--- config.mk ---
export PLATFORM = sky130hd
export DESIGN_NAME = fan_duty_hysteresis_curve_core
export DESIGN_NICKNAME = d
export VERILOG_FILES = /design/src/sv/fdhc_pkg.sv /design/src/sv/fdhc_ramp_unit.sv /design/src/sv/fan_duty_hysteresis_curve_core.sv
export SDC_FILE = /design/constraint.sdc
export NUM_CORES = 1
export LEC_CHECK = 0
export BUFFER_PORTS_ARGS = -buffer_cell sky130_fd_sc_hd__buf_2
export CAP_MARGIN = 20
export CORE_MARGIN = 4
export CORE_UTILIZATION = 31
export DETAILED_ROUTE_END_ITERATION = 10
export SLEW_MARGIN = 25
export SYNTH_ARGS = -nofsm -noshare
export SYNTH_HDL_FRONTEND = slang
export SYNTH_SLANG_ARGS = --single-unit
--- constraint.sdc ---
create_clock -name clk_i -period 15.43 [get_ports clk_i]
set_input_delay 0.7715 -clock clk_i [delete_from_list [all_inputs] [get_ports clk_i]]
set_output_delay 0.7715 -clock clk_i [all_outputs]
set_load 0.02 [all_outputs]
--- src/sv/fdhc_pkg.sv ---
// Shared types and constants for the fan duty hysteresis curve block.
package fdhc_pkg;

  // Fan modes as reported on the result port
  localparam logic [1:0] MODE_IDLE = 2'd0;
  localparam logic [1:0] MODE_RAMP = 2'd1;
  localparam logic [1:0] MODE_MAX  = 2'd2;

  // Configuration register indexes
  localparam logic [1:0] REG_FLOOR   = 2'd0;
  localparam logic [1:0] REG_CEILING = 2'd1;
  localparam logic [1:0] REG_HYST    = 2'd2;
  localparam logic [1:0] REG_MIN     = 2'd3;

  // Full drive in Q1.12
  localparam logic [12:0] DUTY_FULL = 13'd4096;

  // Command codes
  localparam logic CMD_SAMPLE = 1'b0;
  localparam logic CMD_POLL   = 1'b1;

  // Operands handed to the serial ramp unit: n < d, quotient of n*k/d fits 12 bits
  typedef struct packed {
    logic [15:0] num;
    logic [15:0] den;
    logic [12:0] span;
  } ramp_req_t;

endpackage

--- src/sv/fdhc_ramp_unit.sv ---
// Bit-serial multiply then restoring divide: quot = (num * span) / den.
module fdhc_ramp_unit (
  input  logic              clk_i,
  input  logic              rst_ni,
  input  logic              start_i,
  input  fdhc_pkg::ramp_req_t req_i,
  output logic              done_o,
  output logic [11:0]       quot_o
);

  localparam logic [1:0] PH_IDLE = 2'd0;
  localparam logic [1:0] PH_MUL  = 2'd1;
  localparam logic [1:0] PH_DIV  = 2'd2;

  logic [1:0]  phase_q, phase_d;
  logic [3:0]  cnt_q, cnt_d;
  logic        done_q, done_d;
  logic [28:0] acc_q, acc_d;
  logic [12:0] span_q, span_d;
  logic [15:0] num_q, num_d;
  logic [15:0] den_q, den_d;
  logic [15:0] rem_q, rem_d;
  logic [11:0] quot_q, quot_d;

  logic [28:0] mul_sum;
  logic [16:0] trial;
  logic        fits;

  // One multiplier bit per cycle, MSB first; one quotient bit per cycle
  always_comb begin
    mul_sum = {acc_q[27:0], 1'b0} + (span_q[12] ? {13'd0, num_q} : 29'd0);
    trial   = {rem_q, acc_q[11]};
    fits    = trial >= {1'b0, den_q};
  end

  always_comb begin
    phase_d = phase_q;
    cnt_d   = cnt_q;
    done_d  = 1'b0;
    acc_d   = acc_q;
    span_d  = span_q;
    num_d   = num_q;
    den_d   = den_q;
    rem_d   = rem_q;
    quot_d  = quot_q;
    unique case (phase_q)
      PH_IDLE: begin
        if (start_i) begin
          num_d   = req_i.num;
          den_d   = req_i.den;
          span_d  = req_i.span;
          acc_d   = '0;
          cnt_d   = 4'd12;
          phase_d = PH_MUL;
        end
      end
      PH_MUL: begin
        acc_d  = mul_sum;
        span_d = {span_q[11:0], 1'b0};
        if (cnt_q == '0) begin
          // product < den * 4096, so the upper part is already below den
          rem_d   = mul_sum[27:12];
          cnt_d   = 4'd11;
          phase_d = PH_DIV;
        end else begin
          cnt_d = cnt_q - 4'd1;
        end
      end
      PH_DIV: begin
        acc_d[11:0] = {acc_q[10:0], 1'b0};
        rem_d       = fits ? 16'(trial - {1'b0, den_q}) : trial[15:0];
        quot_d      = {quot_q[10:0], fits};
        if (cnt_q == '0) begin
          done_d  = 1'b1;
          phase_d = PH_IDLE;
        end else begin
          cnt_d = cnt_q - 4'd1;
        end
      end
      default: phase_d = PH_IDLE;
    endcase
  end

  always_ff @(posedge clk_i or negedge rst_ni) begin
    if (!rst_ni) begin
      phase_q <= PH_IDLE;
      cnt_q   <= '0;
      done_q  <= 1'b0;
    end else begin
      phase_q <= phase_d;
      cnt_q   <= cnt_d;
      done_q  <= done_d;
    end
  end

  // Datapath registers
  always_ff @(posedge clk_i) begin
    acc_q  <= acc_d;
    span_q <= span_d;
    num_q  <= num_d;
    den_q  <= den_d;
    rem_q  <= rem_d;
    quot_q <= quot_d;
  end

  assign done_o = done_q;
  assign quot_o = quot_q;

endmodule

--- src/sv/fan_duty_hysteresis_curve_core.sv ---
// Fan duty controller: hysteresis mode machine and linear temperature-to-duty curve.
// Each input word either stores a temperature (cmd 0) or polls the stored one (cmd 1),
// and yields exactly one result word: duty (Q1.12, 4096 full), fan mode and no_sample.
// Until the first sample arrives the duty is full and the mode is not updated. A word
// is taken only while the block is free. A ramping word that needs the division goes
// through evaluate, prepare, the bit-serial unit (13 multiply steps, 12 divide steps
// and its done flag), done and idle before the next word is accepted. Idle and max
// words, and ramping words clamped at either end of the curve, skip the bit-serial
// unit; words before the first sample skip prepare as well. The output register lets
// the next word be accepted while a result still waits; a word that finishes while
// that result is still stalled holds in its done step. Configuration registers are
// written through a port that is always ready.
module fan_duty_hysteresis_curve_core (
  input  logic        clk_i,
  input  logic        rst_ni,
  // Input words
  input  logic        in_valid_i,
  output logic        in_stall_o,
  input  logic        in_cmd_i,
  input  logic [15:0] in_temperature_i,
  // Result words
  output logic        out_valid_o,
  input  logic        out_stall_i,
  output logic [12:0] out_duty_o,
  output logic [1:0]  out_fan_mode_o,
  output logic        out_no_sample_o,
  // Configuration writes
  input  logic        cfg_valid_i,
  output logic        cfg_ready_o,
  input  logic [1:0]  cfg_index_i,
  input  logic [15:0] cfg_data_i
);

  localparam logic [2:0] ST_IDLE = 3'd0;
  localparam logic [2:0] ST_EVAL = 3'd1;
  localparam logic [2:0] ST_PREP = 3'd2;
  localparam logic [2:0] ST_RAMP = 3'd3;
  localparam logic [2:0] ST_DONE = 3'd4;

  logic [2:0]  state_q, state_d;
  logic [15:0] floor_q, ceiling_q;
  logic [11:0] hyst_q;
  logic [12:0] min_q;
  logic [1:0]  mode_q, mode_d;
  logic [15:0] held_q;
  logic        awaiting_q;
  logic signed [16:0] diff_n_q, diff_d_q;
  logic [12:0] res_duty_q, res_duty_d;
  logic        res_ns_q, res_ns_d;
  logic        out_valid_q;
  logic [12:0] out_duty_q;
  logic [1:0]  out_mode_q;
  logic        out_ns_q;

  logic        in_acc, out_free;
  logic [12:0] lo_duty;
  logic signed [17:0] t_ext, floor_ext, ceil_ext, floor_lo, ceil_lo;
  logic signed [16:0] n_f, d_f;
  logic        ramp_start, ramp_done;
  logic [11:0] ramp_quot;
  fdhc_pkg::ramp_req_t ramp_req;

  assign in_acc      = in_valid_i && !in_stall_o;
  assign in_stall_o  = state_q != ST_IDLE;
  assign out_free    = !out_valid_q || !out_stall_i;
  assign cfg_ready_o = 1'b1;
  assign lo_duty     = (min_q > fdhc_pkg::DUTY_FULL) ? fdhc_pkg::DUTY_FULL : min_q;

  // Thresholds without wrap
  always_comb begin
    t_ext     = 18'(signed'(held_q));
    floor_ext = 18'(signed'(floor_q));
    ceil_ext  = 18'(signed'(ceiling_q));
    floor_lo  = floor_ext - $signed({6'd0, hyst_q});
    ceil_lo   = ceil_ext - $signed({6'd0, hyst_q});
  end

  // Mode transitions
  always_comb begin
    mode_d = mode_q;
    unique case (mode_q)
      fdhc_pkg::MODE_IDLE: if (t_ext >= floor_ext) mode_d = fdhc_pkg::MODE_RAMP;
      fdhc_pkg::MODE_RAMP: begin
        if (t_ext >= ceil_ext) mode_d = fdhc_pkg::MODE_MAX;
        else if (t_ext < floor_lo) mode_d = fdhc_pkg::MODE_IDLE;
      end
      fdhc_pkg::MODE_MAX: if (t_ext < ceil_lo) mode_d = fdhc_pkg::MODE_RAMP;
      default: mode_d = mode_q;
    endcase
  end

  // Ramp operands with the span direction normalized
  always_comb begin
    n_f = diff_d_q[16] ? -diff_n_q : diff_n_q;
    d_f = diff_d_q[16] ? -diff_d_q : diff_d_q;
    ramp_req.num  = n_f[15:0];
    ramp_req.den  = d_f[15:0];
    ramp_req.span = fdhc_pkg::DUTY_FULL - lo_duty;
  end

  // Sequencer
  always_comb begin
    state_d    = state_q;
    res_duty_d = res_duty_q;
    res_ns_d   = res_ns_q;
    ramp_start = 1'b0;
    unique case (state_q)
      ST_IDLE: if (in_acc) state_d = ST_EVAL;
      ST_EVAL: begin
        if (awaiting_q) begin
          res_duty_d = fdhc_pkg::DUTY_FULL;
          res_ns_d   = 1'b1;
          state_d    = ST_DONE;
        end else begin
          res_ns_d = 1'b0;
          state_d  = ST_PREP;
        end
      end
      ST_PREP: begin
        priority if (mode_q == fdhc_pkg::MODE_IDLE) begin
          res_duty_d = lo_duty;
          state_d    = ST_DONE;
        end else if (mode_q == fdhc_pkg::MODE_MAX) begin
          res_duty_d = fdhc_pkg::DUTY_FULL;
          state_d    = ST_DONE;
        end else if (d_f == '0 || n_f <= 17'sd0) begin
          res_duty_d = lo_duty;
          state_d    = ST_DONE;
        end else if (n_f >= d_f) begin
          res_duty_d = fdhc_pkg::DUTY_FULL;
          state_d    = ST_DONE;
        end else begin
          ramp_start = 1'b1;
          state_d    = ST_RAMP;
        end
      end
      ST_RAMP: begin
        if (ramp_done) begin
          res_duty_d = lo_duty + {1'b0, ramp_quot};
          state_d    = ST_DONE;
        end
      end
      ST_DONE: if (out_free) state_d = ST_IDLE;
      default: state_d = ST_IDLE;
    endcase
  end

  always_ff @(posedge clk_i or negedge rst_ni) begin
    if (!rst_ni) begin
      state_q     <= ST_IDLE;
      floor_q     <= 16'd640;
      ceiling_q   <= 16'd1120;
      hyst_q      <= 12'd32;
      min_q       <= 13'd1229;
      mode_q      <= fdhc_pkg::MODE_IDLE;
      held_q      <= '0;
      awaiting_q  <= 1'b1;
      out_valid_q <= 1'b0;
    end else begin
      state_q <= state_d;
      // Configuration writes
      if (cfg_valid_i && cfg_ready_o) begin
        unique case (cfg_index_i)
          fdhc_pkg::REG_FLOOR:   floor_q   <= cfg_data_i;
          fdhc_pkg::REG_CEILING: ceiling_q <= cfg_data_i;
          fdhc_pkg::REG_HYST:    hyst_q    <= cfg_data_i[11:0];
          fdhc_pkg::REG_MIN:     min_q     <= cfg_data_i[12:0];
          default: ;
        endcase
      end
      // Sample capture
      if (in_acc && in_cmd_i == fdhc_pkg::CMD_SAMPLE) begin
        held_q     <= in_temperature_i;
        awaiting_q <= 1'b0;
      end
      if (state_q == ST_EVAL && !awaiting_q) mode_q <= mode_d;
      // Output register
      if (state_q == ST_DONE && out_free) out_valid_q <= 1'b1;
      else if (!out_stall_i) out_valid_q <= 1'b0;
    end
  end

  // Datapath registers
  always_ff @(posedge clk_i) begin
    res_duty_q <= res_duty_d;
    res_ns_q   <= res_ns_d;
    if (state_q == ST_EVAL) begin
      diff_n_q <= 17'(signed'(held_q)) - 17'(signed'(floor_q));
      diff_d_q <= 17'(signed'(ceiling_q)) - 17'(signed'(floor_q));
    end
    if (state_q == ST_DONE && out_free) begin
      out_duty_q <= res_duty_q;
      out_mode_q <= mode_q;
      out_ns_q   <= res_ns_q;
    end
  end

  fdhc_ramp_unit u_ramp (
    .clk_i   (clk_i),
    .rst_ni  (rst_ni),
    .start_i (ramp_start),
    .req_i   (ramp_req),
    .done_o  (ramp_done),
    .quot_o  (ramp_quot)
  );

  assign out_valid_o     = out_valid_q;
  assign out_duty_o      = out_duty_q;
  assign out_fan_mode_o  = out_mode_q;
  assign out_no_sample_o = out_ns_q;

  // Checks
  a_full_before_sample: assert property (@(posedge clk_i) disable iff (!rst_ni)
    out_valid_o && out_no_sample_o |-> out_duty_o == fdhc_pkg::DUTY_FULL)
    else $error("duty not full before first sample");

  a_duty_range: assert property (@(posedge clk_i) disable iff (!rst_ni)
    out_valid_o |-> out_duty_o <= fdhc_pkg::DUTY_FULL)
    else $error("duty above full");

  a_max_full: assert property (@(posedge clk_i) disable iff (!rst_ni)
    out_valid_o && !out_no_sample_o && out_fan_mode_o == fdhc_pkg::MODE_MAX
    |-> out_duty_o == fdhc_pkg::DUTY_FULL)
    else $error("max mode without full duty");

  a_done_in_ramp: assert property (@(posedge clk_i) disable iff (!rst_ni)
    ramp_done |-> state_q == ST_RAMP)
    else $error("ramp unit finished outside ramp wait");

endmodule

Word level (Yosys, flattened, before mapping)
Index checks and enable logic that the tools add are counted.
Storage, ports and cells
  logic and storage cells: 156
  register bits: 251
Cells by class
  add/sub/neg operators: 11
  order comparisons: 8
  reduce and logical (&&, ||, !) cells: 35
  bitwise operators: 1
  muxes and demuxes: 51
  eq/ne operators: 24
Operators with widths (count)
  2-to-1 mux 13 bit: 8
  2-to-1 mux 16 bit: 3
  one-hot mux 13 bit (3 select lines): 1
  one-hot mux 12 bit (3 select lines): 1
  less-than comparator 16 x 17 -> 1 bit: 2
  2-to-1 mux 17 bit: 2
  negation 17 bit: 2
  subtractor 16 x 13 -> 17 bit: 2
  subtractor 16 x 16 -> 17 bit: 2
  >= comparator 16 bit: 2
  one-hot mux 16 bit (2 select lines): 1
  one-hot mux 15 bit (2 select lines): 1
  adder 28 x 16 -> 28 bit: 1
  2-to-1 mux 27 bit: 1
  one-hot mux 13 bit (2 select lines): 1
  2-to-1 mux 3 bit: 8
  >= comparator 17 x 16 -> 1 bit: 1
  >= comparator 17 bit: 1
  less-or-equal comparator 17 x 1 -> 1 bit, second input constant: 1
  logical NOT 17 bit: 1
  AND reduction 2 bit: 8
  subtractor 16 bit: 1
  one-hot mux 3 bit (5 select lines): 1
  2-to-1 mux 2 bit: 7
  other kinds (29): 71

Depth between registers and ports, before layout
Gate-level depths: netlist of the first run.
  word-level depth: 10
  mapped depth: 21

Modules after synthesis
A second synthesis of the first run with hierarchy kept.
Second synthesis, totals
  cell total of the unflattened synthesis: 1654
  area, all modules: 17143.9 µm²
By module, submodules not included
  fan_duty_hysteresis_curve_core: instances 1, seq. area each 3940.0 µm², cells an instance 1139, area each 11093.1 µm²
  fdhc_ramp_unit: instances 1, seq. area each 3178.0 µm², cells an instance 515, area each 6050.8 µm²

Worst setup path after synthesis of the first run
OpenSTA, ideal clock, no wires.
  path type: register to register
  start point: register diff_d_q[0]
  end point: register u_ramp.acc_q[12] (enable)
  data required time: 14.978 ns
  stages on the path, launching flop included: 18
  buffers on the path: 1
  arrival: 4.709 ns
  path slack: 10.269 ns
  path through: edfxtp_1 -> inv_1 -> ha_1 -> or4b_1 -> clkbuf_1 -> o41ai_1 -> xnor2_1 -> inv_1 -> ha_1 -> a21o_1 -> a21oi_1 -> o21a_1 -> a221oi_1 -> a2111oi_0 -> o21ai_1 -> nor3_1 -> nand3_1 -> o21ai_0
On the way
  cells in the longest elaborated chain, start to end: 10
  elaborated cells between the ends (all ways): 12
  classes of those cells: add/sub: 1; order compare: 1; eq/ne: 1; mux: 6; reduce/logical: 3
Ends and longest elaborated chain
  from (decl): RTL line fan_duty_hysteresis_curve_core.sv:47  | logic signed [16:0] diff_n_q, diff_d_q;
  from (signal assigned): RTL line fan_duty_hysteresis_curve_core.sv:189  | diff_d_q <= 17'(signed'(ceiling_q)) - 17'(signed'(floor_q));
  negation 17 bit *: RTL line fan_duty_hysteresis_curve_core.sv:95  | d_f = diff_d_q[16] ? -diff_d_q : diff_d_q;
  2-to-1 mux 17 bit *: RTL line fan_duty_hysteresis_curve_core.sv:95
  via d_f[10]: RTL line fan_duty_hysteresis_curve_core.sv:58  | logic signed [16:0] n_f, d_f;
  >= comparator 17 bit / logical NOT 17 bit (equally long branches): RTL line fan_duty_hysteresis_curve_core.sv:129, fan_duty_hysteresis_curve_core.sv:126
  2-to-1 mux 1 bit / logical OR 1 bit (equally long branches): RTL line fan_duty_hysteresis_curve_core.sv:129, fan_duty_hysteresis_curve_core.sv:126
  2-to-1 mux 1 bit *: RTL line fan_duty_hysteresis_curve_core.sv:126  | end else if (d_f == '0 || n_f <= 17'sd0) begin
  2-to-1 mux 1 bit *: RTL line fan_duty_hysteresis_curve_core.sv:123  | end else if (mode_q == fdhc_pkg::MODE_MAX) begin
  2-to-1 mux 1 bit *: RTL line fan_duty_hysteresis_curve_core.sv:120  | priority if (mode_q == fdhc_pkg::MODE_IDLE) begin
  2-to-1 mux 1 bit *: RTL line fan_duty_hysteresis_curve_core.sv:107  | unique case (state_q)
  inequality test 2 bit (no line) *
  AND reduction 2 bit (no line) *
  to (signal assigned): RTL line fdhc_ramp_unit.sv:98  | acc_q <= acc_d;
  to (decl): RTL line fdhc_ramp_unit.sv:18  | logic [28:0] acc_q, acc_d;
Mark *: on every way through the listed nets, which the timed path passes. The rest lies on a longest branch.
A chain may end at the register's enable or synchronous reset.

Worst setup path after layout of the first run
  start point: register diff_d_q[0]
  end point: register u_ramp.acc_q[18] (enable)
The elaborated chain is that of the path after synthesis.

==> flow_summary.ini, run 1 <==
[outcome]
status = finished, final reports clean

[global_route]
grt_util_met2 = 0.2309
top_usage_layer = met2
grtUsageMet3 = 0.01937
grt_overflow_total = 0
grtUsageMet1 = 0.1859
first_global_vias = 12830
grt_max_degree = 57
grt.total_usage = 0.1378
antenna_found_initial = 0
grt_pass1_wl_um = 67630

[clock_network]
cts_resized = 0
numCtsBuffers = 29
hold_buffers = 0
clkTransAtPathRegs_ps = 60
postCtsSetupBuffers = 0
cts-htree-levels = 1
clock_latency_ps = 590
cts-root-buf = clkbuf_16
clock_path_buffers = 3
cts_tree = done
cts_sinks = 251

[synth]
netlist_instances = 1699
yosys_warnings = 0
synth.cell_area_um2 = 17250
synth-seq-cells = 251
syn-num-nets = 1920
synth-edff-count = 164
synth_top_flop_cell = edfxtp_1
ys_types = 80
syn_avg_cell_area_um2 = 10.15
postSynth.asyncResetShare = 0.3466
synth-seq-area-share = 0.4127

[finish]
multi_input_area_um2 = 9450
drive_gt1_frac = 0.1289
seq_area_um2 = 7118
fill_cells = 5580
areaGrowthSynthToFinish_pct = 12.88
fin_util = 0.3534
insertedDiodeCount = 0
nNetsFinal = 1975

[routing]
vias = 12900
final_antenna_net_count = 0
drc = 0
firstDrtPassIters = 6
wl_per_cell_um = 16.39
wl_um = 41380
drtIter0Drc = 868
viasPerCell = 5.109

[sta]
finClkSkew_ps = 37.57
final.period_utilization = 0.3629
max_slew_margin = 0.3169
rsz0062_at_grt = no
finalSetupViolCount = 0
hold_slack_ps = 134.0
final_max_slew_viol_count = 0
worst_slew_pin_slew_ps = 1022
fin_crit_ps = 5599
tns_ps = 0
finalHoldViolCount = 0
postLayoutSetupSlackWorst_ps = 9831
fmax_ghz = 0.1786

[placed_design]
dp_hpwl_um = 32270
dp_slack_ps = 9876
place_congestion = 0.8659
numPortBuffers = 57

[worst_setup_path]
reg2reg_slack_ps = 9830
r2r.worst_path.cells = 17
reg2reg_from = diff_d_q[0]$_DFFE_PN_
arrival_ps = 5840
r2r-end = u_ramp.acc_q[18]$_SDFFCE_PN0P_
crit_slowest_cell = nor3_1
worstPathRequired_ps = 15670
cp_max_fo = 15
crit_path_end_kind = register
cpPeakStageDelay_ps = 630
path_cells = inv_1, ha_1, or4b_1, o41ai_1, xnor2_1, inv_1, ha_1, a21o_1, a21oi_1, o21a_1, a221oi_1, a2111oi_0, o21ai_1, nor3_1, nand3_1, o21ai_2, buf_4
crit_type = reg2reg
crit_path_start = diff_d_q[0]$_DFFE_PN_
critPathLaunchType = register
endpoint = u_ramp.acc_q[18]$_SDFFCE_PN0P_

[power]
clkPwrFrac = 0.208
p_int_mw = 2.183
finalPower_mw = 3.662
seq_power_share = 0.321
switching_share = 0.4039
power.density_cell_area_nw_per_um2 = 188.1
combPwrFrac = 0.471
p_switching_mw = 1.479
p_leak_nw = 7.942
vdd_drop_max_mv = 0.1066

[floorplanning]
die_y_um = 243.9
rows = 86
die_x_um = 243.9
fp.dieArea_um2 = 59470
initial_core_util = 0.3130
ios = 59
core_region_area_um2 = 55090

[worst_hold_path]
hp-class = in2async

[run]
cap_violations = 0
-- per-layer routing --
layer / part of all wire / wire length [um] / up-vias
li1: - / - / 6340
met1: 0.47 / 19320 / 6238
met2: 0.47 / 19310 / 256
met3: 0.035 / 1452 / 66
met4: 0.031 / 1287 / 0
met5: 0 / 0 / -
-- cells in the mapped netlist, types with 12 or more instances --
cell | count | area (um^2)
ha_1 | 174 | 2177
edfxtp_1 | 164 | 4925
inv_1 | 145 | 544.3
nand2_1 | 123 | 461.7
a21oi_1 | 99 | 495.5
o21ai_0 | 91 | 455.4
nor2_1 | 90 | 337.8
dfrtp_1 | 74 | 1852
xnor2_1 | 73 | 639.4
mux2_2 | 61 | 686.9
nor2b_1 | 50 | 312.8
xor2_1 | 42 | 367.9
nand3_1 | 36 | 180.2
nor3_1 | 35 | 175.2
clkbuf_1 | 32 | 120.1
a21o_1 | 26 | 195.2
mux2i_1 | 25 | 250.2
and2_1 | 24 | 150.1
or3_1 | 23 | 143.9
nand2b_1 | 22 | 137.6
o21a_1 | 21 | 157.7
o31ai_1 | 17 | 127.6
nand4_1 | 14 | 87.58
a31oi_1 | 13 | 81.33
dfstp_2 | 13 | 341.6
or2_2 | 13 | 81.33
a22oi_1 | 12 | 90.09
-- cell type report --
| class | count | share of cell area |
|---|---|---|
| Clock inverter | 16 | 0.01388 |
| Inverter | 145 | 0.02796 |
| Clock buffer | 38 | 0.04081 |
| Tap cell | 748 | 0.04807 |
| Sequential cell | 251 | 0.3656 |
| Timing Repair Buffer | 66 | 0.01825 |
| Multi-Input combinational cell | 1261 | 0.4854 |
-- worst max-delay path: cells and delay by family, from the launching register on --
kind	cells	cell delay (ps)
AOI/OAI and AO/OA	8	1970
xor gates and xnor gates	1	220
adders and majority gates	2	520
DFF	1	480
and+or+nand+nor	3	1450
buffers and inverters	3	600
-- power groups by stage --
stage / combinational (mW) / clock [mW] / sequential (mW)
finish: 1.73 / 0.762 / 1.17
global route: 1.96 / 0.813 / 1.20
CTS: 1.73 / 0.781 / 1.17
detailed placement: 1.72 / 0 / 1.18
global placement: 1.68 / 0 / 1.18
floorplan: 1.31 / 0 / 1.12
-- flip-flops by register name, summed over array words and instances, names as in the netlist, 16 cells and up --
| register | count |
|---|---|
| u_ramp.num_q | 16 |
| u_ramp.acc_q | 27 |
| u_ramp.rem_q | 16 |
| diff_d_q | 17 |
| held_q | 16 |
| diff_n_q | 17 |
| floor_q | 16 |
| u_ramp.den_q | 16 |
| ceiling_q | 16 |
-- stage by stage --
step           std cells  instance area (um^2)
5_1_grt             2525                 19470
4_1_cts             2525                 19460
2_1_floorplan       1699                 17250
6_report            2525                 19470
3_3_place_gp        2471                 18390
3_5_place_dp        2471                 18400
-- cell usage in the layout, fill, tap and decap left out, types with 61 or more instances in the layout --
cell type,count
xnor2_1,73
inv_1,144
mux2_2,61
nor2_1,90
nand2_1,123
edfxtp_1,164
a21oi_1,98
o21ai_0,89
dfrtp_1,74
ha_1,173
-- worst min path at each step --
stage               slack, ps  cells past startpoint                    start                        end
floorplan                 400                      0  res_duty_q[0]$_DFFE_PP_    out_duty_o[0]$_DFFE_PP_
global placement          410                      0       res_ns_q$_DFFE_PN_  out_no_sample_o$_DFFE_PP_
detailed placement        410                      0  res_duty_q[9]$_DFFE_PP_    out_duty_o[9]$_DFFE_PP_
CTS                       130                      1                   rst_ni       min_q[4]$_DFFE_PN0P_
global route              160                      1                   rst_ni       min_q[4]$_DFFE_PN0P_
finish                    130                      1                   rst_ni       min_q[5]$_DFFE_PN0P_
-- cells by family after synthesis --
group           share of synthesized area
mux                               0.05521
buf+inv                           0.04113
compound gates                     0.1545
xor+xnor                          0.05840
fa+ha+maj                          0.1344
flops                              0.4127
other cells                     0.0002174
simple gates                       0.1434
(Power assumes the default switching activity.)
==> run 2, diff against run 1 <==
==> constraint.sdc (replaced) <==
create_clock -name clk_i -period 5.2 [get_ports clk_i]
set_input_delay 0.26 -clock clk_i [delete_from_list [all_inputs] [get_ports clk_i]]
set_output_delay 0.26 -clock clk_i [all_outputs]
set_load 0.02 [all_outputs]
==> flow_summary.ini, run 2 (synthesis results as in run 1) <==
[outcome]
status = finished, final reports clean

[placed_design]
numPortBuffers = 57
placed_cells = 2479
dp_hpwl_um = 32820
place_congestion = 0.8820

[clock_network]
postCtsSetupBuffers = 0
cts-htree-levels = 1
cts_sinks = 251
clock_latency_ps = 580
clock_path_buffers = 3
hold_buffers = 30
cts-root-buf = clkbuf_16
numCtsBuffers = 30
cts_tree = done
cts_resized = 0
clkTransAtPathRegs_ps = 60

[routing]
met1_length_um = 19700
wl_per_cell_um = 16.50
drc = 0
met2WireLength_um = 20380
final_antenna_net_count = 0
top_layer = met4
drtIter0Drc = 822
firstDrtPassIters = 5
vias = 12990
met3_length_um = 1413
viasPerCell = 5.065
wl_um = 42330

[worst_setup_path]
critPathLaunchType = register
worstPathRequired_ps = 5450
arrival_ps = 5100
reg2reg_slack_ps = 350
crit_path_end_kind = register
crit_type = reg2reg
cp_max_fo = 15

[floorplanning]
core_region_area_um2 = 55090
initial_core_util = 0.3130
die_x_um = 243.9
ios = 59
fp.dieArea_um2 = 59470
rows = 86
die_y_um = 243.9

[sta]
max_slew_margin = 0.3176
finalHoldViolCount = 0
fin_crit_ps = 4850
rsz0062_at_grt = no
final_max_slew_viol_count = 0
finClkSkew_ps = 34.19
finalSetupViolCount = 0
tns_ps = 0
final.period_utilization = 0.9327
worst_slew_pin_slew_ps = 1021
fmax_ghz = 0.2062

[finish]
layout_common_cells = ha_1 (173), edfxtp_1 (164), inv_1 (145), nand2_1 (123), a21oi_1 (99)
stdcell_count = 2565
largest_reg_flops = 27
reg_top3 = u_ramp.acc_q x27, diff_d_q x17, diff_n_q x17
nNetsFinal = 2015
drive_gt1_frac = 0.1271
areaGrowthSynthToFinish_pct = 14.22
layout_commonest_cell = ha_1
top_register = u_ramp.acc_q
insertedDiodeCount = 0

[power]
p_leak_nw = 8.040
vdd_drop_max_mv = 0.3010
power.density_cell_area_nw_per_um2 = 540.2

[global_route]
grt.total_usage = 0.1393
grt_overflow_total = 0
antenna_found_initial = 0
first_global_vias = 12910
grt_pass1_wl_um = 67950
grt_max_degree = 61

[worst_hold_path]
hp-class = in2reg

[run]
cap_violations = 0
-- run 2: cell count changes in the layout (fill, tap and decap cells not counted), moves of 2 or more --
cell | previous run | this run
clkinvlp_4 | 2 | 4
buf_4 | 10 | 17
clkinv_2 | 3 | 6
clkinv_1 | 0 | 6
bufinv_16 | 6 | 1
inv_8 | 2 | 0
dlygate4sd3_1 | 0 | 31
-- run 2: cell type report --
class | count | area [um^2]
sequential | 251 | 7118
tap | 748 | 935.9
clock buffer | 35 | 769.5
inverter | 145 | 544.3
fill | 5520 | 35390
clock inverter | 20 | 146.4
timing repair buffer | 105 | 738.2
multi-input combinational | 1261 | 9447
-- run 2: per-layer routing --
layer	up-vias	global-route usage
li1	6409	-
met1	6326	0.1860
met2	217	0.2405
met3	39	0.01992
met4	0	0.03089
met5	-	0
-- run 2: critical path, cell delays in order (launching register included) --
cell and delay [ps]:
edfxtp_1 430, inv_1 130, ha_1 200, or4b_1 480
o41ai_1 470, xnor2_1 230, inv_1 100, ha_1 320
a21o_1 160, a21oi_1 130, o21a_1 130, a221oi_1 60
a2111oi_0 450, o21ai_1 230, nor3_1 410, nand3_1 180
o21ai_2 120, buf_4 290
-- run 2: where the power goes --
| part | internal [mW] | switching (mW) | total (mW) |
|---|---|---|---|
| sequential | 2.93 | 0.557 | 3.49 |
| clock | 1.11 | 0.850 | 1.96 |
| combinational | 2.20 | 2.99 | 5.19 |
-- run 2: stage by stage --
| step | utilization | instance area (um^2) | power [mW] | hold slack [ps] | setup WS, ps |
|---|---|---|---|---|---|
| 4_1_cts | 0.3574 | 19690 | 10.72 | 0.4333 | 298.8 |
| 3_5_place_dp | 0.3353 | 18470 | 8.678 | 208.6 | 332.9 |
| 6_report | 0.3576 | 19700 | 10.64 | 21.96 | 349.8 |
| 3_3_place_gp | 0.3352 | 18470 | 8.518 | 208.3 | 437.7 |
| 2_1_floorplan | - | 17250 | 7.223 | -35.59 | 39.27 |
| 5_1_grt | 0.3576 | 19700 | 11.52 | 9.150 | 30.10 |
-- run 2: final timing paths --
| check | from | end | cells after the start |
|---|---|---|---|
| worst max register to register | diff_d_q[1]$_DFFE_PN_ | u_ramp.acc_q[25]$_SDFFCE_PN0P_ | 17 |
| min in group asynchronous | rst_ni | min_q[11]$_DFFE_PN0P_ | 2 |
| max in group asynchronous | rst_ni | hyst_q[3]$_DFFE_PN0P_ | 3 |
| worst max-delay path | diff_d_q[1]$_DFFE_PN_ | u_ramp.acc_q[25]$_SDFFCE_PN0P_ | 17 |
| worst min register to register | res_duty_q[1]$_DFFE_PP_ | out_duty_o[1]$_DFFE_PP_ | 0 |
| worst min-delay path | cfg_data_i[0] | floor_q[0]$_DFFE_PN0P_ | 3 |
